`config.mk`:
```
export PLATFORM = sky130hd
export DESIGN_NAME = matrix_keypad_scanner
export DESIGN_NICKNAME = d
export VERILOG_FILES = /design/src/design/mks_pkg.sv /design/src/design/matrix_keypad_scanner.sv
export SDC_FILE = /design/constraint.sdc
export NUM_CORES = 1
export LEC_CHECK = 0
export ABC_AREA = 1
export BUFFER_PORTS_ARGS = -buffer_cell sky130_fd_sc_hd__buf_2
export CORE_ASPECT_RATIO = 1.2
export CORE_UTILIZATION = 40
export CTS_CLUSTER_SIZE = 12
export DETAILED_ROUTE_END_ITERATION = 8
export PLACE_DENSITY = 0.62
export SLEW_MARGIN = 20
export SYNTH_ARGS = -nofsm -noshare
export SYNTH_HDL_FRONTEND = slang
export SYNTH_SLANG_ARGS = --single-unit
export TNS_END_PERCENT = 100
```
`constraint.sdc`:
```
create_clock -name aclk -period 2.2 [get_ports aclk]
set_input_delay 0.11 -clock aclk [delete_from_list [all_inputs] [get_ports aclk]]
set_output_delay 0.11 -clock aclk [all_outputs]
set_load 0.01 [all_outputs]
```
`src/design/mks_pkg.sv`:
```
// Shared types, constants and the key table of the matrix keypad scanner.
package mks_pkg;

    localparam int unsigned ColW   = 4;
    localparam int unsigned RowW   = 4;
    localparam int unsigned CodeW  = 5;
    localparam int unsigned CountW = 16;

    localparam logic [CountW-1:0] DEBOUNCE_RESET = 16'd10;
    localparam logic [CodeW-1:0]  NO_KEY         = 5'd16;
    localparam logic [RowW-1:0]   ALL_ROWS       = 4'hF;

    typedef enum logic [1:0] {
        PH_IDLE     = 2'd0,
        PH_DEBOUNCE = 2'd1,
        PH_SCAN     = 2'd2,
        PH_HOLD     = 2'd3
    } phase_t;

    // Code of the key at (row, column).
    function automatic logic [CodeW-1:0] key_lookup(input logic [1:0] row,
                                                    input logic [1:0] col);
        logic [CodeW-1:0] code;
        case ({row, col})
            4'h0: code = 5'd1;
            4'h1: code = 5'd2;
            4'h2: code = 5'd3;
            4'h3: code = 5'd10;
            4'h4: code = 5'd4;
            4'h5: code = 5'd5;
            4'h6: code = 5'd6;
            4'h7: code = 5'd11;
            4'h8: code = 5'd7;
            4'h9: code = 5'd8;
            4'hA: code = 5'd9;
            4'hB: code = 5'd12;
            4'hC: code = 5'd0;
            4'hD: code = 5'd13;
            4'hE: code = 5'd14;
            default: code = 5'd15;
        endcase
        return code;
    endfunction

    // Lowest high column; column 3 when none of 0..2 is high.
    function automatic logic [1:0] lowest_col(input logic [ColW-1:0] cols);
        logic [1:0] c;
        if (cols[0]) begin
            c = 2'd0;
        end else if (cols[1]) begin
            c = 2'd1;
        end else if (cols[2]) begin
            c = 2'd2;
        end else begin
            c = 2'd3;
        end
        return c;
    endfunction

    function automatic logic [RowW-1:0] row_bit(input logic [1:0] r);
        return RowW'(1) << r;
    endfunction

endpackage

```
`src/design/matrix_keypad_scanner.sv`:
```
// Top level of the 4x4 matrix keypad scanner: tick-driven scan state machine.
//
//  channel  direction  handshake          payload
//  s_       in         s_tvalid/s_tready  s_tdata: column_levels
//  m_       out        m_tvalid/m_tready  m_tdata: row_drive, key_code; m_tuser: key_valid
//  cfg_     in         cfg_wen            cfg_wdata: debounce_ticks
//
// One tick item per cycle while the result is not stalled: the state update and key
// table lookup sit between the state registers and the result register.
// Reset (aresetn low, synchronous) returns to idle with debounce_ticks at 10.
// A stalled result holds in the result register; input is taken while the
// result register is empty or being read in the same cycle.
module matrix_keypad_scanner (
    input  logic        aclk,
    input  logic        aresetn,
    input  logic        cfg_wen,
    input  logic [15:0] cfg_wdata,  // debounce_ticks
    input  logic        s_tvalid,
    output logic        s_tready,
    input  logic [7:0]  s_tdata,    // [3:0] column_levels, [7:4] zero
    output logic        m_tvalid,
    input  logic        m_tready,
    output logic [15:0] m_tdata,    // [3:0] row_drive, [8:4] key_code, [15:9] zero
    output logic        m_tuser     // [0] key_valid
);
    import mks_pkg::*;

    logic [CountW-1:0] debounce_reg;
    phase_t            phase_reg, phase_next;
    logic [1:0]        scan_row_reg, scan_row_next;
    logic [1:0]        held_col_reg, held_col_next;
    logic [CountW-1:0] wait_reg, wait_next;
    logic [CodeW-1:0]  pending_reg, pending_next;

    logic              out_valid_reg;
    logic [RowW-1:0]   drive_reg, drive_next;
    logic              key_valid_reg, key_valid_next;
    logic [CodeW-1:0]  code_reg, code_next;

    logic [ColW-1:0]   cols;
    logic              s_xfer;

    assign cols     = s_tdata[ColW-1:0];
    assign s_tready = !out_valid_reg || m_tready;
    assign s_xfer   = s_tvalid && s_tready;

    // Next state.
    always_comb begin
        phase_next    = phase_reg;
        scan_row_next = scan_row_reg;
        held_col_next = held_col_reg;
        wait_next     = wait_reg;
        pending_next  = pending_reg;
        case (phase_reg)
            PH_IDLE: begin
                if (cols != '0) begin
                    wait_next  = debounce_reg;
                    phase_next = PH_DEBOUNCE;
                end
            end
            PH_DEBOUNCE: begin
                if (wait_reg != '0) begin
                    wait_next = wait_reg - CountW'(1);
                end else if (cols != '0) begin
                    scan_row_next = 2'd0;
                    phase_next    = PH_SCAN;
                end else begin
                    phase_next = PH_IDLE;
                end
            end
            PH_SCAN: begin
                if (cols != '0) begin
                    held_col_next = lowest_col(cols);
                    pending_next  = key_lookup(scan_row_reg, lowest_col(cols));
                    phase_next    = PH_HOLD;
                end else if (scan_row_reg == 2'd3) begin
                    scan_row_next = 2'd0;
                    phase_next    = PH_IDLE;
                end else begin
                    scan_row_next = scan_row_reg + 2'd1;
                end
            end
            PH_HOLD: begin
                if (!cols[held_col_reg]) begin
                    pending_next = NO_KEY;
                    phase_next   = PH_IDLE;
                end
            end
            default: phase_next = PH_IDLE;
        endcase
    end

    // Result of this tick.
    always_comb begin
        drive_next     = ALL_ROWS;
        key_valid_next = 1'b0;
        code_next      = NO_KEY;
        case (phase_reg)
            PH_IDLE: drive_next = ALL_ROWS;
            PH_DEBOUNCE: begin
                if (wait_reg == '0 && cols != '0) begin
                    drive_next = row_bit(2'd0);
                end
            end
            PH_SCAN: begin
                if (cols != '0) begin
                    drive_next = row_bit(scan_row_reg);
                end else if (scan_row_reg != 2'd3) begin
                    drive_next = row_bit(scan_row_reg + 2'd1);
                end
            end
            PH_HOLD: begin
                if (!cols[held_col_reg]) begin
                    key_valid_next = 1'b1;
                    code_next      = pending_reg;
                end else begin
                    drive_next = row_bit(scan_row_reg);
                end
            end
            default: drive_next = ALL_ROWS;
        endcase
    end

    always_ff @(posedge aclk) begin
        if (!aresetn) begin
            debounce_reg  <= DEBOUNCE_RESET;
            phase_reg     <= PH_IDLE;
            scan_row_reg  <= 2'd0;
            held_col_reg  <= 2'd0;
            wait_reg      <= '0;
            pending_reg   <= NO_KEY;
            out_valid_reg <= 1'b0;
        end else begin
            if (cfg_wen) begin
                debounce_reg <= cfg_wdata;
            end
            if (s_xfer) begin
                phase_reg     <= phase_next;
                scan_row_reg  <= scan_row_next;
                held_col_reg  <= held_col_next;
                wait_reg      <= wait_next;
                pending_reg   <= pending_next;
                out_valid_reg <= 1'b1;
            end else if (m_tready) begin
                out_valid_reg <= 1'b0;
            end
        end
    end

    // Result payload; hold while stalled.
    always_ff @(posedge aclk) begin
        if (s_xfer) begin
            drive_reg     <= drive_next;
            key_valid_reg <= key_valid_next;
            code_reg      <= code_next;
        end
    end

    assign m_tvalid = out_valid_reg;
    assign m_tdata  = {7'd0, code_reg, drive_reg};
    assign m_tuser  = key_valid_reg;

    // A reported key carries a real code; otherwise the code reads no key.
    assert property (@(posedge aclk) disable iff (!aresetn)
        m_tvalid |-> (m_tuser ? (code_reg != NO_KEY) : (code_reg == NO_KEY)))
        else $error("key code does not match key_valid");

    // While holding, a key code is pending.
    assert property (@(posedge aclk) disable iff (!aresetn)
        (phase_reg == PH_HOLD) |-> (pending_reg != NO_KEY))
        else $error("hold phase without pending code");

    // Release of the held column reports the key and returns to idle.
    assert property (@(posedge aclk) disable iff (!aresetn)
        (s_xfer && phase_reg == PH_HOLD && !cols[held_col_reg])
        |=> (m_tvalid && m_tuser && phase_reg == PH_IDLE && pending_reg == NO_KEY))
        else $error("release not reported");

    // A report only comes out of the hold phase.
    assert property (@(posedge aclk) disable iff (!aresetn)
        (s_xfer && phase_reg != PH_HOLD) |=> (m_tvalid && !m_tuser))
        else $error("key reported outside hold");

endmodule

```
==> results of run 1 <==
==> cells by family after synthesis <==
| logic type | after synthesis | share of synthesized area |
|---|---|---|
| adders and majority gates | 11 | 0.04559 |
| AOI/OAI and AO/OA | 79 | 0.1430 |
| other | 1 | 0.001242 |
| DFF | 54 | 0.3912 |
| buffers and inverters | 65 | 0.09697 |
| xor gates and xnor gates | 3 | 0.008704 |
| and+or+nand+nor | 226 | 0.3133 |
==> final cells by class <==
type,count,area (um^2),area share
Multi-Input combinational cell,326,1568,0.4649
Tap cell,90,112.6,0.03340
Sequential cell,54,1181,0.3503
Clock inverter,1,30.03,0.008905
Clock buffer,7,86.33,0.02560
Timing Repair Buffer,41,222.7,0.06605
Inverter,45,171.4,0.05083
==> final timing paths <==
path | depth (start not counted) | endpoint
worst max-delay path | 9 | drive_reg[2]
worst min-delay path | 3 | debounce_reg[13]
worst max register to register | 9 | drive_reg[2]
worst min register to register | 2 | pending_reg[2]
==> per-layer routing <==
| layer | global-route usage | share of wire | up-vias |
|---|---|---|---|
| met5 | 0 | 0 | - |
| met4 | 0.07280 | 0.023 | 0 |
| met3 | 0.02535 | 0.031 | 11 |
| met1 | 0.2036 | 0.40 | 1254 |
| li1 | - | - | 1459 |
| met2 | 0.3724 | 0.54 | 56 |
==> layout by cell type (no fill, tap or decap), types with 2 or more instances in the layout <==
cell type      count
nand2_1          101
nor2_1            80
dfxtp_1           44
o21ai_0           42
inv_1             37
buf_2             36
nand3_1           24
a21oi_1           22
ha_1              11
edfxtp_1          10
inv_2              7
conb_1             7
clkbuf_8           6
nor3_1             5
a21oi_2            5
o21ai_1            4
nand2_2            3
nand3b_1           3
buf_4              3
nor2_2             2
o2111ai_1          2
o211ai_1           2
nand4_1            2
xnor2_1            2
dlygate4sd3_1      2
==> critical path, delay by kind of cell (launching register included) <==
kind	cells	cell delay [ns]
fa+ha+maj	1	0.16
simple gates	4	0.39
buf+inv	2	0.16
compound gates	2	0.51
flops	1	0.35
==> where the power goes <==
| part | leakage, nW | switching [mW] | internal (mW) | total (mW) |
|---|---|---|---|---|
| sequential | 0.454 | 0.0803 | 1.10 | 1.18 |
| clock | 0.0585 | 0.322 | 0.372 | 0.694 |
| combinational | 1.00 | 0.506 | 0.262 | 0.768 |
==> impl_metrics.tcl, run 1 <==
set metrics [dict create \
    status "finished clean" \
    nets 513 \
    critPathMaxFanout 4 \
    ys.warnings.count 0 \
    ant_nets 0 \
    period_needed_ns 1.832 \
    grt_max_degree 34 \
    antenna_cells 0 \
    cts_resized 0 \
    hpwl_um 5153 \
    numCtsBuffers 5 \
    crit_arrival_ns 1.87 \
    worst_pin_slew_ns 0.5397 \
    hold_viol_final 0 \
    routed_wirelength_um 6928 \
    timing.slew.headroom 0.6398 \
    wl_per_cell_um 12.28 \
    synth_ff_type "dfxtp_1" \
    synth_cells 439 \
    cp_slowest_stage_delay_ns 0.35 \
    drt-vias-per-instance 4.929 \
    start_util 0.4150 \
    dp_cells 554 \
    fin_skew_ns 0.01131 \
    worst_ep_required_time_ns 2.24 \
    power_mw 2.644 \
    fillerInstances 748 \
    place.gp.congestion 0.8895 \
    fin_hold_ws_ns 0.01675 \
    power.static_leakage_nw 1.517 \
    utilization 0.4635 \
    yosys.area.top_type_share 0.2918 \
    die-height_um 97.17 \
    place_area_um2 3236 \
    cts_tree "done" \
    synth.ff_latch_count 54 \
    place_ws_ns 0.3721 \
    fin_crit_sh 0.8326 \
    setup_slack_ns 0.3682 \
    synth.most_common_cell "nand2_1" \
    min_path_type "input pin to register" \
    finalMaxSlewViolations 0 \
    drive_gt1_frac 0.1456 \
    yosysTopAreaCell "dfxtp_1" \
    min_from "cfg_wdata[13]" \
    ff2ff_setup_slack_ns 0.37 \
    grt_pass1_vias 2664 \
    crit_type "register to register" \
    drc_errors 0 \
    grt_use_total 0.1940 \
    die_x_um 81.31 \
    ctsHoldBuffers 2 \
    async_flop_share 0 \
    drtPass1Iterations 4 \
    pwr_density_cell_nw_per_um2 784.2 \
    clkLatencyLatePin_ns 0.31 \
    setup_violations 0 \
    yosysSeqAreaShare 0.3912 \
    synth_commonest_cells "nand2_1, nor2_1, dfxtp_1, o21ai_0, inv_1" \
    cts_max_path_buffers 2 \
    ys_types 36 \
    post_cts_buffers 0 \
    crit_start "wait_reg[0]" \
    io_pins 48 \
    fmax_ghz 0.5459 \
    cp_slowest_cell "dfxtp_1" \
    tns_ns 0 \
    rsz0062_at_grt "false" \
    cts_root_buf "clkbuf_8" \
    timing.rr.start "wait_reg[0]" \
    path_cells "inv_1 > ha_1 > inv_1 > nor2_1 > nand2_1 > nor2_1 > nand2_1 > o21ai_0 > o2111ai_1" \
    clock_sinks 54 \
    dieArea_um2 7901 \
    port_buffers 36 \
    synth_edf_count 10 \
    max_cap_viol_count 0 \
    worst_setup_path_end_kind "register" \
    antenna_found_initial 0 \
    core_um2 7274 \
    h-tree-depth 2 \
    row_count 34 \
    clk_pin_slew_ns 0.10 \
    syn_to_final_growth_pct 11.69 \
    critical_path.startpoint_type "register" \
    design_area_um2 3372 \
    grt_pass1_wl_um 11810 \
    synth.avg_cell_area_um2 6.877 \
    synth_area_um2 3019 \
    final_cells 564 \
    vias 2780 \
    grt-ovfl-total 0 \
    synthTopCellsByArea "dfxtp_1, nand2_1, edfxtp_1" \
    drtIter0Drc 98 \
    ir_drop_mv 0.3726 \
]
Note: power is estimated with default switching activity, not from simulation.
==> inputs of run 2 (changes only) <==
Settings changed: PLACE_DENSITY 0.62 to 0.64.
Clock period 2.2 ns to 1.5 ns, I/O delays scaled along.
==> run 2 against run 1 <==
Compared with the run above: the flow now finishes with violations (setup timing); utilization rose by 7.2 points; wire length rose by 8.6%; final area increased by 16%; combinational power is 97% higher; clock skew fell by 0.0013 ns; critical endpoint is now wait_reg[15]; clock power increased by 37%; maximum frequency up 19%.
==> impl_metrics.tcl, run 2 (same netlist as run 1, synthesis figures left out) <==
set metrics [dict create \
    status "finished, violations left" \
    violations "setup timing" \
    place.gp.congestion 0.9130 \
    worst_pin_slew_ns 0.5720 \
    grt-busiest-layer "met2" \
    path_buf_inv 3 \
    port_buffers 36 \
    crit_arrival_ns 1.73 \
    core_um2 7274 \
    grt_use_total 0.2081 \
    pwr_density_cell_nw_per_um2 1073 \
    fillerInstances 727 \
    start_util 0.4150 \
    ir_drop_mv 0.5461 \
    ant_nets 0 \
    vias 3044 \
    utilization 0.5354 \
    cts_max_path_buffers 2 \
    crit_type "register to register" \
    drtIter0Drc 78 \
    gr-usage-met2 0.3974 \
    grt_pass1_wl_um 12740 \
    fin_hold_ws_ns 0.02865 \
    setup_violations 10 \
    drc_errors 0 \
    multi_input_area_um2 1644 \
    tns_ns -0.2431 \
    numCtsBuffers 5 \
    path_cells "inv_2 > ha_4 > inv_2 > nor2_2 > nand2_1 > nor2_2 > nand3_2 > nand2_4 > buf_6 > nor2_4 > nand2_2 > a21oi_2" \
    dieArea_um2 7901 \
    clock_sinks 54 \
    register_area_um2 1187 \
    clkLatencyLatePin_ns 0.32 \
    syn_to_final_growth_pct 29.01 \
    die_x_um 81.31 \
    routed_wirelength_um 7526 \
    drtPass1Iterations 4 \
    die-height_um 97.17 \
    grt-ovfl-total 0 \
    met3_usage 0.03005 \
    max_cap_viol_count 0 \
    hpwl_um 5656 \
    fin_crit_sh 1.027 \
    final_cell_mix "nand2_1, nor2_1, buf_4" \
    fin_skew_ns 0.009990 \
    antenna_cells 0 \
    drt-vias-per-instance 4.926 \
    grt_pass1_vias 2929 \
    io_pins 48 \
    cts_root_buf "clkbuf_8" \
    h-tree-depth 2 \
    rsz0062_at_grt "true" \
    setup_slack_ns -0.04106 \
    design_area_um2 3895 \
    critPathTopFamily "simple AND/OR/NAND/NOR gates" \
    critical_path.startpoint_type "register" \
    power_mw 4.180 \
    grt_max_degree 34 \
    period_needed_ns 1.541 \
    wl_per_cell_um 12.18 \
    timing.slew.headroom 0.6183 \
    drive_gt1_frac 0.2633 \
    worst_ep_required_time_ns 1.69 \
    power.static_leakage_nw 1.785 \
    hold_viol_final 0 \
    layout_commonest_cell "nand2_1" \
    antenna_found_initial 0 \
    critPathMaxFanout 6 \
    cts_tree "done" \
    row_count 34 \
    finalMaxSlewViolations 0 \
    cp_slowest_stage_delay_ns 0.34 \
    grtUsageMet1 0.2121 \
    place_area_um2 3546 \
    min_path_type "input pin to register" \
    nets 567 \
    final_cells 618 \
    dp_cells 593 \
    worst_setup_path_end_kind "register" \
    place_ws_ns -0.1333 \
    cp_slowest_cell "dfxtp_2" \
    fmax_ghz 0.6489 \
    clk_pin_slew_ns 0.11 \
]
==> run 2: changes by cell type in the layout (fill, tap and decap cells not counted), moves of 3 or more <==
cell,before,now
nand2_2,3,8
o21ai_1,4,8
nor2_2,2,7
o21ai_0,42,37
dfxtp_2,0,5
nor2_1,80,74
buf_4,3,45
dlygate4sd3_1,2,12
nand2_1,101,95
inv_1,37,34
dfxtp_1,44,39
==> run 2: repair_timing <==
| action | 4_1_cts | 5_1_grt |
|---|---|---|
| hold buffers | 12 | 0 |
| pin swaps | 0 | 15 |
| hold endpoints to repair | 12 | 0 |
| gates resized for setup | 4 | 29 |
| endpoints found under the setup margin | 19 | 36 |
| setup buffers | 1 | 4 |
==> run 2: path summary, 6_finish.rpt <==
check / from / to / slack (ns) / cells after the start
max: wait_reg[1] / wait_reg[15] / -0.04 / 12
min: cfg_wdata[8] / debounce_reg[8] / 0.03 / 3
max reg2reg: wait_reg[1] / wait_reg[15] / -0.04 / 12
min reg2reg: debounce_reg[5] / debounce_reg[5] / 0.45 / 2
==> run 2: final cells by class <==
class,instances,share of cell area
clock buffers,6,0.02409
flip-flops and latches,54,0.3049
inverters,45,0.04465
repair buffers,95,0.1719
clock inverters,2,0.003534
multi-input cells,326,0.4221
well taps,90,0.02891
==> run 2: metal layers <==
layer | up-vias | share of wire
met5 | - | 0
met4 | 0 | 0.035
met3 | 18 | 0.025
met2 | 63 | 0.54
met1 | 1393 | 0.40
li1 | 1570 | -
==> run 2: power breakdown <==
| group | internal, mW | switching [mW] | leakage, nW | total, mW |
|---|---|---|---|---|
| combinational | 0.645 | 0.868 | 1.27 | 1.51 |
| clock | 0.434 | 0.514 | 0.0567 | 0.949 |
| sequential | 1.62 | 0.0973 | 0.456 | 1.72 |
==> run 2: worst register-to-register path, cell delays in order (launching register included) <==
cell     delay [ns]
dfxtp_2        0.34
inv_2          0.07
ha_4           0.13
inv_2          0.03
nor2_2         0.08
nand2_1        0.06
nor2_2         0.16
nand3_2        0.12
nand2_4        0.13
buf_6          0.15
nor2_4         0.04
nand2_2        0.07
a21oi_2        0.05
